--- config.mk ---
export PLATFORM = sky130hd
export DESIGN_NAME = quadrature_counter_with_speed_top_flat
export DESIGN_NICKNAME = d
export VERILOG_FILES = /design/src/qcs_pkg.sv /design/src/qcs_if.sv /design/src/qcs_front.sv /design/src/qcs_div.sv /design/src/qcs_back.sv /design/src/quadrature_counter_with_speed_top.sv /design/src/flat_wrapper.sv
export SDC_FILE = /design/constraint.sdc
export NUM_CORES = 1
export LEC_CHECK = 0
export BUFFER_PORTS_ARGS = -buffer_cell sky130_fd_sc_hd__buf_4
export CORE_UTILIZATION = 55
export DETAILED_ROUTE_END_ITERATION = 8
export HOLD_SLACK_MARGIN = 0.15
export PLACE_DENSITY_LB_ADDON = 0.1
export RECOVER_POWER = 50
export SLEW_MARGIN = 30
export SYNTH_ARGS = -nofsm -noshare
export SYNTH_HDL_FRONTEND = slang
export SYNTH_SLANG_ARGS = --single-unit
--- constraint.sdc ---
create_clock -name i_clk -period 26.8 [get_ports i_clk]
set_input_delay 5.36 -clock i_clk [delete_from_list [all_inputs] [get_ports i_clk]]
set_output_delay 5.36 -clock i_clk [all_outputs]
set_load 0.01 [all_outputs]
--- src/qcs_pkg.sv ---
package qcs_pkg;

    localparam int CHANNELS = 2;
    localparam int CH_W = (CHANNELS > 1) ? $clog2(CHANNELS) : 1;

    localparam int COUNT_W    = 32;
    localparam int TIME_W     = 32;
    localparam int INTERVAL_W = 16;
    localparam int FRAC_W     = 16;

    localparam logic [INTERVAL_W-1:0] SPEED_INTERVAL_RESET = INTERVAL_W'(50);

    // Dividend is |delta| scaled by 2^FRAC_W
    localparam int DIVIDEND_W = COUNT_W + FRAC_W;
    localparam int DIV_STEPS  = DIVIDEND_W;
    localparam int DIV_CNT_W  = $clog2(DIV_STEPS);

    localparam logic [1:0] STEP_FWD = 2'd1;
    localparam logic [1:0] STEP_REV = 2'd3;

    typedef struct packed {
        logic [CH_W-1:0]   ch;
        logic [1:0]        pins;    // bit0 = A, bit1 = B
        logic [1:0]        phase;
        logic [TIME_W-1:0] time_ms;
    } t_sample;

    typedef struct packed {
        logic                  start;
        logic [DIVIDEND_W-1:0] dividend;
        logic [TIME_W-1:0]     divisor;
    } t_div_req;

    typedef struct packed {
        logic                  done;
        logic [DIVIDEND_W-1:0] quotient;
    } t_div_rsp;

    typedef enum logic {
        BK_IDLE,
        BK_DIV
    } t_back_state;

    function automatic logic [1:0] pins_to_phase(input logic [1:0] pins);
        logic [1:0] ph;
        case (pins)
            2'b00:   ph = 2'd0;
            2'b01:   ph = 2'd1;
            2'b11:   ph = 2'd2;
            2'b10:   ph = 2'd3;
            default: ph = 2'd0;
        endcase
        return ph;
    endfunction

endpackage

--- src/qcs_if.sv ---
interface qcs_in_if;
    logic        valid;
    logic        ready;
    logic        channel;
    logic        pin_a;
    logic        pin_b;
    logic [31:0] time_ms;

    modport source (output valid, channel, pin_a, pin_b, time_ms, input ready);
    modport sink   (input valid, channel, pin_a, pin_b, time_ms, output ready);
endinterface

interface qcs_out_if;
    logic               valid;
    logic               ready;
    logic signed [31:0] position_count;
    logic signed [31:0] speed;
    logic               speed_updated;

    modport source (output valid, position_count, speed, speed_updated, input ready);
    modport sink   (input valid, position_count, speed, speed_updated, output ready);
endinterface

--- src/qcs_front.sv ---
module qcs_front (
    input  logic             i_clk,
    input  logic             i_rst_n,
    qcs_in_if.sink           i_in,
    output logic             o_q_valid,
    output qcs_pkg::t_sample o_q_item,
    input  logic             i_q_pop
);

    qcs_pkg::t_sample r_q [2];
    logic             r_wr_ptr;
    logic             r_rd_ptr;
    logic [1:0]       r_fill;

    qcs_pkg::t_sample w_item;
    logic             w_push;

    always_comb begin
        // a single channel folds every channel number onto entry zero
        w_item.ch      = (qcs_pkg::CHANNELS == 1) ? '0 : qcs_pkg::CH_W'(i_in.channel);
        w_item.pins    = {i_in.pin_b, i_in.pin_a};
        w_item.phase   = qcs_pkg::pins_to_phase({i_in.pin_b, i_in.pin_a});
        w_item.time_ms = i_in.time_ms;
    end

    assign i_in.ready = (r_fill != 2'd2);
    assign w_push     = i_in.valid && i_in.ready;
    assign o_q_valid  = (r_fill != 2'd0);
    assign o_q_item   = r_q[r_rd_ptr];

    always_ff @(posedge i_clk) begin
        if (w_push) begin
            r_q[r_wr_ptr] <= w_item;
        end
    end

    always_ff @(posedge i_clk) begin
        if (!i_rst_n) begin
            r_wr_ptr <= 1'b0;
            r_rd_ptr <= 1'b0;
            r_fill   <= 2'd0;
        end else begin
            if (w_push) begin
                r_wr_ptr <= ~r_wr_ptr;
            end
            if (i_q_pop) begin
                r_rd_ptr <= ~r_rd_ptr;
            end
            case ({w_push, i_q_pop})
                2'b10:   r_fill <= r_fill + 2'd1;
                2'b01:   r_fill <= r_fill - 2'd1;
                default: r_fill <= r_fill;
            endcase
        end
    end

endmodule

--- src/qcs_div.sv ---
module qcs_div (
    input  logic              i_clk,
    input  logic              i_rst_n,
    input  qcs_pkg::t_div_req i_req,
    output qcs_pkg::t_div_rsp o_rsp
);

    logic                                r_busy;
    logic                                r_done;
    logic [qcs_pkg::DIV_CNT_W-1:0]       r_cnt;
    logic [qcs_pkg::TIME_W-1:0]          r_divisor;
    logic [qcs_pkg::TIME_W-1:0]          r_rem;
    logic [qcs_pkg::DIVIDEND_W-1:0]      r_quo;

    logic [qcs_pkg::TIME_W:0]            w_rem_sh;
    logic [qcs_pkg::TIME_W:0]            w_rem_sub;
    logic                                w_bit;

    // restoring division, one quotient bit a cycle
    always_comb begin
        w_rem_sh  = {r_rem, r_quo[qcs_pkg::DIVIDEND_W-1]};
        w_rem_sub = w_rem_sh - {1'b0, r_divisor};
        w_bit     = (w_rem_sh >= {1'b0, r_divisor});
    end

    assign o_rsp.done     = r_done;
    assign o_rsp.quotient = r_quo;

    always_ff @(posedge i_clk) begin
        if (i_req.start) begin
            r_divisor <= i_req.divisor;
            r_rem     <= '0;
            r_quo     <= i_req.dividend;
        end else if (r_busy) begin
            r_rem <= w_bit ? w_rem_sub[qcs_pkg::TIME_W-1:0] : w_rem_sh[qcs_pkg::TIME_W-1:0];
            r_quo <= {r_quo[qcs_pkg::DIVIDEND_W-2:0], w_bit};
        end
    end

    always_ff @(posedge i_clk) begin
        if (!i_rst_n) begin
            r_busy <= 1'b0;
            r_done <= 1'b0;
            r_cnt  <= '0;
        end else if (i_req.start) begin
            r_busy <= 1'b1;
            r_done <= 1'b0;
            r_cnt  <= qcs_pkg::DIV_CNT_W'(qcs_pkg::DIV_STEPS - 1);
        end else if (r_busy) begin
            r_cnt <= r_cnt - qcs_pkg::DIV_CNT_W'(1);
            if (r_cnt == '0) begin
                r_busy <= 1'b0;
                r_done <= 1'b1;
            end
        end
    end

endmodule

--- src/qcs_back.sv ---
module qcs_back (
    input  logic                               i_clk,
    input  logic                               i_rst_n,
    input  logic                               i_cfg_we,
    input  logic [qcs_pkg::INTERVAL_W-1:0]     i_cfg_data,
    input  logic                               i_q_valid,
    input  qcs_pkg::t_sample                   i_q_item,
    output logic                               o_q_pop,
    output qcs_pkg::t_div_req                  o_div_req,
    input  qcs_pkg::t_div_rsp                  i_div_rsp,
    qcs_out_if.source                          o_out
);

    localparam int CW = qcs_pkg::COUNT_W;

    qcs_pkg::t_back_state             r_state;
    qcs_pkg::t_back_state             n_state;

    logic [qcs_pkg::INTERVAL_W-1:0]   r_interval;
    logic [CW-1:0]                    r_count     [qcs_pkg::CHANNELS];
    logic [1:0]                       r_phase     [qcs_pkg::CHANNELS];
    logic [1:0]                       r_pins      [qcs_pkg::CHANNELS];
    logic [qcs_pkg::TIME_W-1:0]       r_upd_time  [qcs_pkg::CHANNELS];
    logic [CW-1:0]                    r_upd_count [qcs_pkg::CHANNELS];
    logic [CW-1:0]                    r_speed     [qcs_pkg::CHANNELS];

    logic [qcs_pkg::CH_W-1:0]         r_cur_ch;
    logic [CW-1:0]                    r_cur_count;
    logic                             r_neg;

    logic                             r_out_valid;
    logic [CW-1:0]                    r_out_count;
    logic [CW-1:0]                    r_out_speed;
    logic                             r_out_upd;

    logic                             w_out_free;
    logic [qcs_pkg::CH_W-1:0]         w_ch;
    logic                             w_pins_chg;
    logic [1:0]                       w_diff;
    logic [CW-1:0]                    w_new_count;
    logic [qcs_pkg::TIME_W-1:0]       w_dt;
    logic                             w_need_upd;
    logic [CW-1:0]                    w_delta;
    logic [CW-1:0]                    w_mag;
    logic                             w_pop;
    logic                             w_finish;
    logic [qcs_pkg::DIVIDEND_W-1:0]   w_quo;
    logic [CW-1:0]                    w_sat;

    assign w_out_free = !r_out_valid || o_out.ready;

    always_comb begin
        w_ch       = i_q_item.ch;
        w_pins_chg = (i_q_item.pins != r_pins[w_ch]);
        w_diff     = i_q_item.phase - r_phase[w_ch];
        w_new_count = r_count[w_ch];
        if (w_pins_chg && w_diff == qcs_pkg::STEP_FWD) begin
            w_new_count = r_count[w_ch] + CW'(1);
        end else if (w_pins_chg && w_diff == qcs_pkg::STEP_REV) begin
            w_new_count = r_count[w_ch] - CW'(1);
        end
        w_dt       = i_q_item.time_ms - r_upd_time[w_ch];
        w_need_upd = (w_dt > {{(qcs_pkg::TIME_W - qcs_pkg::INTERVAL_W){1'b0}}, r_interval});
        w_delta    = w_new_count - r_upd_count[w_ch];
        w_mag      = w_delta[CW-1] ? (CW'(0) - w_delta) : w_delta;
    end

    // truncate toward zero on the magnitude, then saturate to 32 bits
    always_comb begin
        w_quo = i_div_rsp.quotient;
        if (!r_neg) begin
            if (w_quo[qcs_pkg::DIVIDEND_W-1:CW-1] != '0) begin
                w_sat = {1'b0, {(CW-1){1'b1}}};
            end else begin
                w_sat = w_quo[CW-1:0];
            end
        end else begin
            if (w_quo[qcs_pkg::DIVIDEND_W-1:CW] != '0
                || (w_quo[CW-1] && w_quo[CW-2:0] != '0)) begin
                w_sat = {1'b1, {(CW-1){1'b0}}};
            end else begin
                w_sat = CW'(0) - w_quo[CW-1:0];
            end
        end
    end

    always_comb begin
        n_state  = r_state;
        w_pop    = 1'b0;
        w_finish = 1'b0;
        case (r_state)
            qcs_pkg::BK_IDLE: begin
                if (i_q_valid && w_out_free) begin
                    w_pop = 1'b1;
                    if (w_need_upd) begin
                        n_state = qcs_pkg::BK_DIV;
                    end
                end
            end
            qcs_pkg::BK_DIV: begin
                if (i_div_rsp.done && w_out_free) begin
                    w_finish = 1'b1;
                    n_state  = qcs_pkg::BK_IDLE;
                end
            end
            default: n_state = qcs_pkg::BK_IDLE;
        endcase
    end

    assign o_q_pop            = w_pop;
    assign o_div_req.start    = w_pop && w_need_upd;
    assign o_div_req.dividend = {w_mag, {qcs_pkg::FRAC_W{1'b0}}};
    assign o_div_req.divisor  = w_dt;

    assign o_out.valid          = r_out_valid;
    assign o_out.position_count = r_out_count;
    assign o_out.speed          = r_out_speed;
    assign o_out.speed_updated  = r_out_upd;

    always_ff @(posedge i_clk) begin
        if (!i_rst_n) begin
            r_state    <= qcs_pkg::BK_IDLE;
            r_interval <= qcs_pkg::SPEED_INTERVAL_RESET;
            for (int i = 0; i < qcs_pkg::CHANNELS; i++) begin
                r_count[i]     <= '0;
                r_phase[i]     <= '0;
                r_pins[i]      <= '0;
                r_upd_time[i]  <= '0;
                r_upd_count[i] <= '0;
                r_speed[i]     <= '0;
            end
            r_out_valid <= 1'b0;
        end else begin
            r_state <= n_state;
            if (i_cfg_we) begin
                r_interval <= i_cfg_data;
            end
            if (w_pop) begin
                r_count[w_ch] <= w_new_count;
                if (w_pins_chg) begin
                    r_pins[w_ch]  <= i_q_item.pins;
                    r_phase[w_ch] <= i_q_item.phase;
                end
                if (w_need_upd) begin
                    r_upd_time[w_ch]  <= i_q_item.time_ms;
                    r_upd_count[w_ch] <= w_new_count;
                end
            end
            if (w_finish) begin
                r_speed[r_cur_ch] <= w_sat;
            end
            if ((w_pop && !w_need_upd) || w_finish) begin
                r_out_valid <= 1'b1;
            end else if (o_out.ready) begin
                r_out_valid <= 1'b0;
            end
        end
    end

    always_ff @(posedge i_clk) begin
        if (w_pop && w_need_upd) begin
            r_cur_ch    <= w_ch;
            r_cur_count <= w_new_count;
            r_neg       <= w_delta[CW-1];
        end
        if (w_pop && !w_need_upd) begin
            r_out_count <= w_new_count;
            r_out_speed <= r_speed[w_ch];
            r_out_upd   <= 1'b0;
        end else if (w_finish) begin
            r_out_count <= r_cur_count;
            r_out_speed <= w_sat;
            r_out_upd   <= 1'b1;
        end
    end

endmodule

--- src/quadrature_counter_with_speed_top.sv ---
// Path: a sample is registered in the front queue and then in the output register;
// a speed update adds the serial quotient (one bit a cycle) between the two.
// Throughput: one sample a cycle while the output is ready; a sample that triggers a
// speed update holds the back end while a 2-word queue takes input until it is full.
// Reset: synchronous, active low; counts, phases, speeds and update marks clear to zero
// and the speed interval returns to 50 ms.
module quadrature_counter_with_speed_top (
    input  logic        i_clk,
    input  logic        i_rst_n,
    input  logic        i_cfg_we,
    input  logic [15:0] i_cfg_data,
    qcs_in_if.sink      i_in,
    qcs_out_if.source   o_out
);

    logic              w_q_valid;
    qcs_pkg::t_sample  w_q_item;
    logic              w_q_pop;
    qcs_pkg::t_div_req w_div_req;
    qcs_pkg::t_div_rsp w_div_rsp;

    qcs_front u_front (
        .i_clk     (i_clk),
        .i_rst_n   (i_rst_n),
        .i_in      (i_in),
        .o_q_valid (w_q_valid),
        .o_q_item  (w_q_item),
        .i_q_pop   (w_q_pop)
    );

    qcs_div u_div (
        .i_clk   (i_clk),
        .i_rst_n (i_rst_n),
        .i_req   (w_div_req),
        .o_rsp   (w_div_rsp)
    );

    qcs_back u_back (
        .i_clk      (i_clk),
        .i_rst_n    (i_rst_n),
        .i_cfg_we   (i_cfg_we),
        .i_cfg_data (i_cfg_data),
        .i_q_valid  (w_q_valid),
        .i_q_item   (w_q_item),
        .o_q_pop    (w_q_pop),
        .o_div_req  (w_div_req),
        .i_div_rsp  (w_div_rsp),
        .o_out      (o_out)
    );

endmodule
--- src/flat_wrapper.sv ---
// flat-port wrapper written by rule: the top's interface ports become plain ports
module quadrature_counter_with_speed_top_flat 
  (i_clk, i_rst_n, i_cfg_we, i_cfg_data, i_in_valid, i_in_channel, i_in_pin_a, i_in_pin_b, i_in_time_ms, i_in_ready, o_out_valid, o_out_position_count, o_out_speed, o_out_speed_updated, o_out_ready);
  qcs_in_if i_in_i ();
  qcs_out_if o_out_i ();
  input  logic i_clk;
  input  logic i_rst_n;
  input  logic i_cfg_we;
  input  logic [15:0] i_cfg_data;
  input wire logic [$bits(i_in_i.valid)-1:0] i_in_valid;
  input wire logic [$bits(i_in_i.channel)-1:0] i_in_channel;
  input wire logic [$bits(i_in_i.pin_a)-1:0] i_in_pin_a;
  input wire logic [$bits(i_in_i.pin_b)-1:0] i_in_pin_b;
  input wire logic [$bits(i_in_i.time_ms)-1:0] i_in_time_ms;
  output wire logic [$bits(i_in_i.ready)-1:0] i_in_ready;
  output wire logic [$bits(o_out_i.valid)-1:0] o_out_valid;
  output wire logic [$bits(o_out_i.position_count)-1:0] o_out_position_count;
  output wire logic [$bits(o_out_i.speed)-1:0] o_out_speed;
  output wire logic [$bits(o_out_i.speed_updated)-1:0] o_out_speed_updated;
  input wire logic [$bits(o_out_i.ready)-1:0] o_out_ready;
  assign i_in_i.valid = i_in_valid;
  assign i_in_i.channel = i_in_channel;
  assign i_in_i.pin_a = i_in_pin_a;
  assign i_in_i.pin_b = i_in_pin_b;
  assign i_in_i.time_ms = i_in_time_ms;
  assign i_in_ready = i_in_i.ready;
  assign o_out_valid = o_out_i.valid;
  assign o_out_position_count = o_out_i.position_count;
  assign o_out_speed = o_out_i.speed;
  assign o_out_speed_updated = o_out_i.speed_updated;
  assign o_out_i.ready = o_out_ready;
  quadrature_counter_with_speed_top u_core (.i_clk(i_clk), .i_rst_n(i_rst_n), .i_cfg_we(i_cfg_we), .i_cfg_data(i_cfg_data), .i_in(i_in_i), .o_out(o_out_i));
endmodule
==> impl_metrics.tcl <==
set metrics [dict create \
    outcome "complete, but fails checks" \
    rsz0062_at_grt "false" \
    ant_nets 0 \
    violations "capacitance limit, slew limit" \
    wirelength_mm 72.90 \
    insertion_delay_ns 0.65 \
    nets 3221 \
    num_vias 22200 \
    cap_violations 14 \
    final_util 0.6167 \
    yosysWarningCount 0 \
    clkPwrFrac 0.182 \
    min_period_ns 16.60 \
    antenna_found_initial 0 \
    core_area_mm2 0.05682 \
    fmax_ghz 0.06024 \
    finalSetupViolations 0 \
    p_leak_nw 13.91 \
    syn_avg_cell_area_um2 10.80 \
    seqPwrFrac 0.303 \
    power_density_mw_per_mm2 132.3 \
    crit_path_end_kind "flip-flop" \
    io_pins 123 \
    grt_usage 0.2453 \
    crit_required_ns 27.10 \
    finalHoldViolCount 0 \
    htreeDepth 2 \
    finalPower_mw 4.637 \
    dp_hpwl_mm 51.39 \
    initial_core_util 0.5610 \
    irDropWorstVdd_uv 77.12 \
    p_sw_frac 0.4160 \
    ys_ff_latch 580 \
    crit_arrival_ns 16.90 \
    synth_cells 2952 \
    drcViolationCount 0 \
    slew_violations 488 \
    critPathMaxFanout 66 \
    cts_sinks 580 \
    initialDrtViolationCount 1695 \
    max_stage_delay_ns 4.10 \
    final_area_mm2 0.03504 \
    syn-num-nets 3133 \
    wl_per_cell_um 18.97 \
    clock-skew-final_ns 0.02147 \
    clk_pin_slew_ns 0.06 \
    fin_crit_sh 0.6194 \
    cts_tree "done" \
    worst_pin_slew_ns 3.291 \
    postCtsResizedCells 0 \
    clockBufferDepth 3 \
    viasPerCell 5.775 \
    syn_area_mm2 0.03187 \
    cts_made_buffers 60 \
    synth_top_area_cell "edfxtp_1" \
    tns_ns 0 \
    synth_top_area_frac 0.4711 \
    grt_max_degree 67 \
    die_height_um 242.7 \
    antennaDiodeCount 0 \
    slowest_stage "clkinvlp_2" \
    cp-start-kind "flip-flop" \
    p_comb_frac 0.516 \
    synth-main-ff-cell "edfxtp_1" \
    path_class "flip-flop to flip-flop" \
    switchingPower_mw 1.929 \
    yosysSeqAreaShare 0.5213 \
    grt_first_pass_wirelength_mm 116.1 \
    fp-row-count 87 \
    slew_headroom -1.194 \
    async_flop_share 0 \
    hp-class "flip-flop to flip-flop" \
    drive_gt1_frac 0.08131 \
    port-buffer-count 122 \
    dieArea_mm2 0.05892 \
    dr.pass1.iters 8 \
    gp_congestion 0.9058 \
    p_int_mw 2.708 \
    postCtsHoldBufs 0 \
    yosys-top-cells-count "500 x edfxtp_1, 467 x nor2_1, 235 x mux2i_1, 192 x nand2_1, 186 x inv_1" \
    synth_cell_types 94 \
    clockRootBuffer "clkbuf_16" \
    grt_pass1_vias 21200 \
    cp_common_cell "a21oi_1" \
    synthMostInstantiatedCell "edfxtp_1" \
    area_delta_synth_final_pct 9.943 \
    synth_area_leaders "edfxtp_1 47%, mux2i_1 7.4%, nor2_1 5.5%" \
    synth_edf_count 500 \
    dieWidth_um 242.7 \
    overflow 0 \
    post_cts_buffers 0 \
    placed_area_mm2 0.03350 \
]
-- sequential cells by signal, indices dropped and copies added (netlist names), 16 cells and up, named ones only --
| register | cells |
|---|---|
| u_core.u_back.r_upd_count | 64 |
| u_core.u_div.r_divisor | 32 |
| u_core.u_back.o_out.position_count | 32 |
| u_core.u_back.r_interval | 16 |
| u_core.u_back.r_count | 64 |
| u_core.u_front.r_q | 74 |
| u_core.u_div.r_quo | 48 |
| u_core.u_back.r_speed | 64 |
| u_core.u_back.r_upd_time | 64 |
| u_core.u_back.o_out.speed | 32 |
| u_core.u_back.r_cur_count | 32 |
| u_core.u_div.r_rem | 32 |
-- worst max-delay path, delay by kind of cell, from the launching register on --
family	cells	cell delay, ns
buffers and inverters	7	10.29
xor gates and xnor gates	1	0.11
DFF	1	0.31
AOI/OAI and AO/OA	9	1.76
adders and majority gates	2	0.66
muxes	2	0.52
and+or+nand+nor	8	2.34
-- cells by family (layout without fill, tap and decap cells) --
kind of cell / after synthesis / in the layout / synth area share
simple gates: 1015 / 1015 / 0.1472
flops: 580 / 580 / 0.5213
compound gates: 478 / 478 / 0.1022
buf+inv: 310 / 445 / 0.03819
mux: 302 / 302 / 0.09931
xor+xnor: 142 / 142 / 0.04196
fa+ha+maj: 125 / 125 / 0.04977
-- stage by stage --
stage	setup slack (ns)	hold slack (ns)	cells
6_report	10.20	0.4694	3843
5_1_grt	9.052	0.5037	3843
4_1_cts	16.70	0.4754	3843
3_5_place_dp	16.76	0.4611	3734
3_3_place_gp	16.89	0.4551	3733
2_1_floorplan	16.06	0.4598	2952
-- final timing paths --
path	to	startpoint	depth (start not counted)	slack, ns
hold / removal	u_core.u_back.o_out.speed_updated	u_core.u_back.o_out.speed_updated	1	0.47
hold reg to reg	u_core.u_back.o_out.speed_updated	u_core.u_back.o_out.speed_updated	1	0.47
setup reg to reg	u_core.u_back.r_upd_count[0][4]	flip-flop	29	10.20
setup / recovery	u_core.u_back.r_upd_count[0][4]	flip-flop	29	10.20
-- cell type report --
class / instances / area (um^2)
inverter: 188 / 706.9
timing repair buffer: 148 / 754.5
sequential: 580 / 16620
tap: 756 / 945.9
multi-input combinational: 2062 / 14020
fill: 4689 / 21780
clock inverter: 38 / 412.9
clock buffer: 71 / 1584
-- metal layers --
metal	share of wire	up-vias	track usage
met5	0	-	0
met4	0.018	0	0.05623
li1	-	10840	-
met1	0.49	10680	0.3745
met3	0.052	99	0.03306
met2	0.43	575	0.3700
-- cells in the final DEF (no fill, tap or decap), types with 20 or more instances in the layout --
master	synthesis	routed
dfxtp_1	80	78
xnor2_1	82	84
nor2_1	467	467
or3_1	36	36
nand2b_1	20	20
edfxtp_1	500	500
xor2_1	51	52
nor4_1	20	20
and3_1	23	23
mux2_2	61	61
nand3_1	45	45
a21oi_1	91	91
clkbuf_1	86	104
ha_1	122	122
a21o_1	33	33
clkbuf_16	0	61
o21a_1	36	36
nor3_1	53	53
nand4_1	21	21
o21ai_0	97	96
a211oi_1	38	38
nand2_1	192	189
inv_1	186	186
nor2b_1	45	44
mux2i_1	235	236
buf_4	1	33
-- power groups by stage --
stage	clock, mW	combinational [mW]	sequential [mW]
floorplan	0	1.86	1.36
global placement	0	2.32	1.41
detailed placement	0	2.37	1.42
CTS	0.856	2.39	1.40
global route	0.889	2.65	1.42
finish	0.842	2.39	1.40
Note: power is estimated with default switching activity, not from simulation.
